## src/hw/rtl/esc_pkg.sv

```systemverilog
package esc_pkg;

    // sequencer states
    typedef enum logic [3:0] {
        ST_IDLE,
        ST_DAYDIV,
        ST_DAYREM,
        ST_YEAR,
        ST_MONTH,
        ST_HOUR,
        ST_HOURREM,
        ST_MIN,
        ST_MINREM,
        ST_DONE
    } t_state;

    // reciprocals for the constant divisions, each exact over its input range
    // 86400 = 675 << 7, days = ((secs >> 7) * ceil(2^35 / 675)) >> 35
    localparam logic [25:0] DAY_RECIP     = 26'd50903317;
    localparam logic [9:0]  DAY_ODD       = 10'd675;
    // 3600 = 225 << 4, hour = ((sod >> 4) * ceil(2^21 / 225)) >> 21
    localparam logic [13:0] HOUR_RECIP    = 14'd9321;
    // 60 = 15 << 2, minute = ((rem >> 2) * ceil(2^14 / 15)) >> 14
    localparam logic [10:0] MIN_RECIP     = 11'd1093;

    // calendar constants
    localparam logic [16:0] SECS_PER_HOUR = 17'd3600;
    localparam logic [11:0] SECS_PER_MIN  = 12'd60;
    localparam logic [8:0]  DAYS_COMMON   = 9'd365;
    localparam logic [8:0]  DAYS_LEAP     = 9'd366;
    localparam logic [3:0]  LAST_MONTH    = 4'd11;
    // year offset of 1970 from 2000
    localparam logic signed [7:0] EPOCH_YOFF = 8'(1970 - 2000);
    // year 2100 as offset; the only century year in range that is common
    localparam logic signed [7:0] YOFF_2100  = 8'(2100 - 2000);

    // leap rule over 1970..2106: 2000 is leap, 2100 is not
    function automatic logic is_leap(input logic signed [7:0] yoff);
        is_leap = (yoff[1:0] == 2'b00) && (yoff != YOFF_2100);
    endfunction

    // month length, month counted from 0
    function automatic logic [4:0] month_len(input logic [3:0] month, input logic leap);
        logic [4:0] len;
        unique case (month)
            4'd1:    len = leap ? 5'd29 : 5'd28;
            4'd3:    len = 5'd30;
            4'd5:    len = 5'd30;
            4'd8:    len = 5'd30;
            4'd10:   len = 5'd30;
            default: len = 5'd31;
        endcase
        month_len = len;
    endfunction

endpackage

```

## src/hw/rtl/epoch_seconds_to_calendar.sv

```systemverilog
// Converts an unsigned 32-bit count of seconds since 1970-01-01 00:00:00 into the
// Gregorian date and time of day, year given as a signed offset from 2000 (1970..2106).
// One request is converted at a time. The divisions by 86400, 3600 and 60 are constant
// reciprocal multiplies; their remainders, the year walk and the month walk all go through
// a single shared 18-bit subtract/compare unit. The walks step once per elapsed year and
// once per elapsed month; the year walk takes the longest. The input side is ready only
// while the sequencer is idle, so a new request is taken only after the previous one has
// left the sequencer. A finished result sits in an output register until taken and a new
// request may be accepted meanwhile; the result after it then waits in the sequencer,
// holding off further requests, until the output register frees.
module epoch_seconds_to_calendar
    import esc_pkg::*;
(
    input  logic        i_clk,
    input  logic        i_rst_n,
    input  logic        i_s_axis_tvalid,
    output logic        o_s_axis_tready,
    // [31:0] epoch_seconds
    input  logic [31:0] i_s_axis_tdata,
    output logic        o_m_axis_tvalid,
    input  logic        i_m_axis_tready,
    // [7:0] years_since_2000, [11:8] month_number, [16:12] day_of_month,
    // [21:17] hour_of_day, [27:22] minute_of_hour, [33:28] second_of_minute, [39:34] zero
    output logic [39:0] o_m_axis_tdata
);

    t_state             r_state, n_state;
    logic [31:0]        r_secs, n_secs;
    logic [15:0]        r_days, n_days;
    logic [16:0]        r_sod, n_sod;
    logic [11:0]        r_rem, n_rem;
    logic signed [7:0]  r_year, n_year;
    logic [3:0]         r_month, n_month;
    logic [4:0]         r_hour, n_hour;
    logic [5:0]         r_min, n_min;
    logic               r_out_valid, n_out_valid;
    logic [39:0]        r_out_data, n_out_data;

    logic        w_accept;
    logic        w_leap;
    logic [50:0] w_day_prod;
    logic [9:0]  w_day_back;
    logic [26:0] w_hour_prod;
    logic [16:0] w_hour_back;
    logic [20:0] w_min_prod;
    logic [11:0] w_min_back;
    logic [17:0] u_a, u_b, u_diff;
    logic        u_ge;

    assign w_accept = i_s_axis_tvalid && o_s_axis_tready;
    assign w_leap   = is_leap(r_year);

    // whole days as (secs >> 7) / 675 by reciprocal multiply
    assign w_day_prod  = {26'd0, r_secs[31:7]} * {25'd0, DAY_RECIP};
    // day remainder is below 675, so the ten low bits of days * 675 suffice
    assign w_day_back  = r_days[9:0] * DAY_ODD;
    // hour as (sod >> 4) / 225
    assign w_hour_prod = {14'd0, r_sod[16:4]} * {13'd0, HOUR_RECIP};
    assign w_hour_back = {12'd0, r_hour} * SECS_PER_HOUR;
    // minute as (rem >> 2) / 15
    assign w_min_prod  = {11'd0, r_rem[11:2]} * {10'd0, MIN_RECIP};
    assign w_min_back  = {6'd0, r_min} * SECS_PER_MIN;

    // shared subtract/compare unit operand select
    always_comb begin
        unique case (r_state)
            ST_DAYREM: begin
                u_a = {8'd0, r_secs[16:7]};
                u_b = {8'd0, w_day_back};
            end
            ST_YEAR: begin
                u_a = {2'b00, r_days};
                u_b = {9'd0, (w_leap ? DAYS_LEAP : DAYS_COMMON)};
            end
            ST_MONTH: begin
                u_a = {2'b00, r_days};
                u_b = {13'd0, month_len(r_month, w_leap)};
            end
            ST_HOURREM: begin
                u_a = {1'b0, r_sod};
                u_b = {1'b0, w_hour_back};
            end
            ST_MINREM: begin
                u_a = {6'd0, r_rem};
                u_b = {6'd0, w_min_back};
            end
            default: begin
                u_a = 18'd0;
                u_b = 18'd0;
            end
        endcase
    end

    // shared subtractor, borrow out gives the compare
    always_comb begin
        logic [18:0] diff;
        diff   = {1'b0, u_a} - {1'b0, u_b};
        u_diff = diff[17:0];
        u_ge   = !diff[18];
    end

    // sequencer next state and datapath updates
    always_comb begin
        n_state     = r_state;
        n_secs      = r_secs;
        n_rem       = r_rem;
        n_days      = r_days;
        n_sod       = r_sod;
        n_year      = r_year;
        n_month     = r_month;
        n_hour      = r_hour;
        n_min       = r_min;
        n_out_valid = r_out_valid;
        n_out_data  = r_out_data;

        // result taken downstream
        if (r_out_valid && i_m_axis_tready) begin
            n_out_valid = 1'b0;
        end

        unique case (r_state)
            ST_IDLE: begin
                if (w_accept) begin
                    n_secs  = i_s_axis_tdata;
                    n_state = ST_DAYDIV;
                end
            end
            ST_DAYDIV: begin
                n_days  = w_day_prod[50:35];
                n_state = ST_DAYREM;
            end
            ST_DAYREM: begin
                n_sod   = {u_diff[9:0], r_secs[6:0]};
                n_year  = EPOCH_YOFF;
                n_state = ST_YEAR;
            end
            ST_YEAR: begin
                if (r_days > {7'd0, DAYS_COMMON}) begin
                    n_days = u_diff[15:0];
                    n_year = r_year + 8'sd1;
                end else begin
                    // a whole common year left: roll over to january 1
                    if ((r_days == {7'd0, DAYS_COMMON}) && !w_leap) begin
                        n_days = 16'd0;
                        n_year = r_year + 8'sd1;
                    end
                    n_month = 4'd0;
                    n_state = ST_MONTH;
                end
            end
            ST_MONTH: begin
                if ((r_month != LAST_MONTH) && u_ge) begin
                    n_days  = u_diff[15:0];
                    n_month = r_month + 4'd1;
                end else begin
                    n_state = ST_HOUR;
                end
            end
            ST_HOUR: begin
                n_hour  = w_hour_prod[25:21];
                n_state = ST_HOURREM;
            end
            ST_HOURREM: begin
                n_rem   = u_diff[11:0];
                n_state = ST_MIN;
            end
            ST_MIN: begin
                n_min   = w_min_prod[19:14];
                n_state = ST_MINREM;
            end
            ST_MINREM: begin
                n_rem   = {6'd0, u_diff[5:0]};
                n_state = ST_DONE;
            end
            ST_DONE: begin
                if (!r_out_valid || i_m_axis_tready) begin
                    n_out_valid = 1'b1;
                    n_out_data  = {6'd0, r_rem[5:0], r_min, r_hour,
                                   r_days[4:0] + 5'd1, r_month + 4'd1, r_year};
                    n_state     = ST_IDLE;
                end
            end
            default: begin
                n_state = ST_IDLE;
            end
        endcase
    end

    // state register
    always_ff @(posedge i_clk) begin
        if (!i_rst_n) begin
            r_state     <= ST_IDLE;
            r_out_valid <= 1'b0;
        end else begin
            r_state     <= n_state;
            r_out_valid <= n_out_valid;
        end
    end

    // datapath registers
    always_ff @(posedge i_clk) begin
        r_secs     <= n_secs;
        r_rem      <= n_rem;
        r_days     <= n_days;
        r_sod      <= n_sod;
        r_year     <= n_year;
        r_month    <= n_month;
        r_hour     <= n_hour;
        r_min      <= n_min;
        r_out_data <= n_out_data;
    end

    assign o_s_axis_tready = (r_state == ST_IDLE);
    assign o_m_axis_tvalid = r_out_valid;
    assign o_m_axis_tdata  = r_out_data;

    // a request always starts the day division
    a_accept_starts: assert property (@(posedge i_clk) disable iff (!i_rst_n)
        w_accept |=> (r_state == ST_DAYDIV))
        else $error("accepted request did not start day division");

    // month walk leaves a day index inside the month
    a_month_range: assert property (@(posedge i_clk) disable iff (!i_rst_n)
        (r_state == ST_HOUR) |-> ((r_month <= LAST_MONTH) && (r_days <= 16'd30)))
        else $error("month walk left out-of-range month or day");

    // hour quotient stays inside the day
    a_hour_range: assert property (@(posedge i_clk) disable iff (!i_rst_n)
        (r_state == ST_HOURREM) |-> (r_hour <= 5'd23))
        else $error("hour quotient out of range");

    // remainders stay below their divisors
    a_hour_rem: assert property (@(posedge i_clk) disable iff (!i_rst_n)
        (r_state == ST_MIN) |-> ({5'd0, r_rem} < SECS_PER_HOUR))
        else $error("hour division remainder out of range");

    a_min_rem: assert property (@(posedge i_clk) disable iff (!i_rst_n)
        (r_state == ST_DONE) |-> (r_rem < SECS_PER_MIN))
        else $error("minute division remainder out of range");

    // a delivered month is always 1..12
    a_out_month: assert property (@(posedge i_clk) disable iff (!i_rst_n)
        o_m_axis_tvalid |-> ((o_m_axis_tdata[11:8] != 4'd0) && (o_m_axis_tdata[11:8] <= 4'd12)))
        else $error("result month out of range");

endmodule

```

## config.mk

```make
export PLATFORM = sky130hd
export DESIGN_NAME = epoch_seconds_to_calendar
export DESIGN_NICKNAME = d
export VERILOG_FILES = /design/src/hw/rtl/esc_pkg.sv /design/src/hw/rtl/epoch_seconds_to_calendar.sv
export SDC_FILE = /design/constraint.sdc
export NUM_CORES = 1
export LEC_CHECK = 0
export ABC_AREA = 1
export BUFFER_PORTS_ARGS = -buffer_cell sky130_fd_sc_hd__buf_2
export CAP_MARGIN = 15
export CORE_MARGIN = 2
export CORE_UTILIZATION = 42
export DETAILED_ROUTE_END_ITERATION = 10
export HOLD_SLACK_MARGIN = 0.02
export PLACE_DENSITY = 0.63
export SETUP_SLACK_MARGIN = 0.5
export SYNTH_ARGS = -nofsm -noshare
export SYNTH_HDL_FRONTEND = slang
export SYNTH_SLANG_ARGS = --single-unit
```

## constraint.sdc

```tcl
create_clock -name i_clk -period 7.97 [get_ports i_clk]
set_clock_uncertainty 0.1 [all_clocks]
set_input_delay 0.797 -clock i_clk [delete_from_list [all_inputs] [get_ports i_clk]]
set_output_delay 0.797 -clock i_clk [all_outputs]
set_load 0.02 [all_outputs]
```

==> key figures <==
Drt
  • Residual DRC count: 0
  • Vias/cell: 4.81
  • DR WL/cell: 16.2 um
  • Number of detailed-routing iterations run before antenna repair: 5
  • Post-DRT Antenna Nets: 0
  • DRT iter0 DRCs: 973
  • Routed WL: 59400 um
  • Via count: 17600

Timing
  • Fin crit share: 0.821
  • RSZ-0062 raised after global routing: no
  • Max-slew violations: 0
  • Worst-margin pin slew: 1.01 ns
  • Setup TNS: 0 ns
  • Final Setup Violations: 0
  • Final setup margin: 1.42 ns
  • Max Clk Rate: 153 MHz
  • Slew headroom: 0.327
  • Tmin final: 6.55 ns
  • Hold Fails Final Rpt: 0

Worst setup path
  • CP Capture Type: flop
  • Startpoint Class: flop
  • Largest driver fanout on the critical path: 12
  • CP max stage delay: 1.02 ns
  • WP data arrival: 6.67 ns
  • Worst path required time: 8.10 ns
  • Slowest CP cell: edfxtp_1
  • Crit Path Class: flop to flop
  • Worst r2r path cells: 25
  • Most frequent CP cell: inv_1

Clock tree
  • Post-CTS Setup Repair Bufs: 0
  • CTS Sinks: 139
  • Clk_lat worst skew: 0.49 ns
  • Root Buffer: clkbuf_16
  • TritonCTS clock tree: built
  • Hold Buf Count CTS: 0
  • Post-CTS sizing: 0
  • Clock slew at reported path FFs: 0.07 ns
  • H-Tree Depth: 4
  • Max clock buf depth: 2
  • Total CTS buffers: 17

Logic synthesis
  • YS warnings: 0
  • Synthesized area: 23300 um2
  • Largest cells by area after synthesis: ha_1 (26%), fa_1 (20%), edfxtp_1 (17%)
  • Mapped Cells: 2816
  • Number of synthesized flops with an enable pin: 134
  • Yosys top cell area share: 0.263
  • Post-synthesis register bit count: 139
  • Asr flop ratio synth: 0
  • Unique masters post-synth: 53
  • Syn Area/Cell: 8.29 um2
  • Sequential element share of the synthesized area: 0.177
  • Main synth FF type: edfxtp_1
  • Post-synth top area cell: ha_1

Global routing
  • GR peak layer: met2
  • Global-route track usage on met2: 0.372
  • Vias in the first global route: 18100
  • Total gr overflow: 0
  • Total Routing Usage GR: 0.219
  • Antenna violations before repair: 0
  • Largest net degree at the start of global routing: 35
  • Global-route wire length before repair: 95800 um
  • Grt met1 use: 0.282
  • Met3 usage: 0.0408

Run status
  • Status: complete, no violations

Finish
  • Final Util: 0.458
  • Ant diodes: 0
  • Most frequent cells in the layout: inv_1 (777), nand2_1 (581), ha_1 (491)
  • Share of layout cells above drive strength 1: 0.0505
  • Fill count: 5487
  • Most common cell after layout, fill and taps aside: inv_1
  • Non-Filler Instances: 3658
  • NumNets Final: 3660
  • Area grow syn2layout: 7.80%

Placed design
  • Setup WS pre-CTS: 1.43 ns
  • Post-DP HPWL: 50700 um
  • Count of buffers from port buffering: 71
  • Final GP Congestion: 0.979
  • Dpl cells: 3626

Floorplan
  • Row count: 86
  • Num ports: 78
  • Die area: 57500 um2
  • Initial core utilization: 0.424
  • Core Box Area: 55000 um2
  • Die width: 240 um
  • Die height: 240 um

Min path
  • Hold depth: 0
  • Worst Hold Class: flop to flop

Flow run
  • Max-capacitance violation count: 0
[cells by family (layout without fill, tap and decap cells)]
logic type	count (synthesis)	after routing	share of synthesized area
XOR/XNOR	37	37	0.0142
AO/OA/AOI/OAI	203	203	0.0498
AND/OR/NAND/NOR	912	912	0.163
flip-flops	139	139	0.177
other	1	6	0.000161
buffers and inverters	797	886	0.131
adder cells (fa/ha/maj)	727	727	0.466
[synthesized netlist by cell type (3+ instances only)]
library cell,count
nand4_1,30
nand2_2,6
inv_2,3
buf_2,7
xor2_1,19
nor2_2,5
o211ai_1,4
dfxtp_1,5
ha_1,491
nand3b_1,8
nor4_1,3
nor3_1,17
a31oi_1,3
o21ai_0,50
or2_2,9
o2111ai_1,4
o21bai_1,10
xnor2_1,17
a211oi_1,4
edfxtp_1,134
nor3_2,4
fa_1,236
nor2_1,153
o21ai_1,5
a21o_1,6
nand3_1,83
inv_1,777
o22ai_1,4
buf_6,3
a22oi_1,3
nand2_1,581
a21oi_1,99
buf_4,6
[through the flow]
stage,instance area (um2),hold slack [ns]
after floorplan,23400,0.300
after global routing,25200,0.341
after global placement,24600,0.305
after detailed placement,24600,0.307
final,25200,0.323
after CTS,25200,0.325
[worst paths after layout]
| path | startpoint | to | slack (ns) |
|---|---|---|---|
| worst max register to register | r_secs[12] | r_days[3] | 1.42 |
| worst min-delay path | r_secs[5] | r_sod[5] | 0.32 |
| worst max-delay path | r_secs[12] | r_days[3] | 1.42 |
| worst min register to register | r_secs[5] | r_sod[5] | 0.32 |
[routing by layer]
| metal | up-vias | wire length, um | share of wire |
|---|---|---|---|
| met5 | - | 0 | 0 |
| met4 | 0 | 1580 | 0.027 |
| met3 | 91 | 3160 | 0.053 |
| met2 | 403 | 27700 | 0.47 |
| met1 | 8207 | 26900 | 0.45 |
| li1 | 8884 | - | - |
[cell type report]
class,instances,area (um2),area share
Multi-Input combinational cell,1885,16200,0.644
Inverter,780,2930,0.116
Tap cell,748,936,0.0372
Clock buffer,17,425,0.0169
Sequential cell,139,4120,0.164
Clock inverter,15,176,0.00701
Timing Repair Buffer,74,378,0.0150
[flip-flops by register name, indices dropped and copies added (netlist names)]
| name | count |
|---|---|
| r_hour | 5 |
| r_month | 4 |
| o_m_axis_tvalid | 1 |
| o_m_axis_tdata | 34 |
| r_days | 16 |
| r_year | 8 |
| r_state | 4 |
| r_sod | 17 |
| r_min | 6 |
| r_secs | 32 |
| r_rem | 12 |
[critical path, delay by kind of cell (launching register included)]
family / cells / cell delay (ns)
simple gates: 10 / 1.06
fa+ha+maj: 8 / 3.53
flops: 1 / 1.02
buf+inv: 7 / 0.59
Power is left out: the tool's default activity adds up to more than one toggle a clock period on the data nets, which glitch-free logic cannot reach.
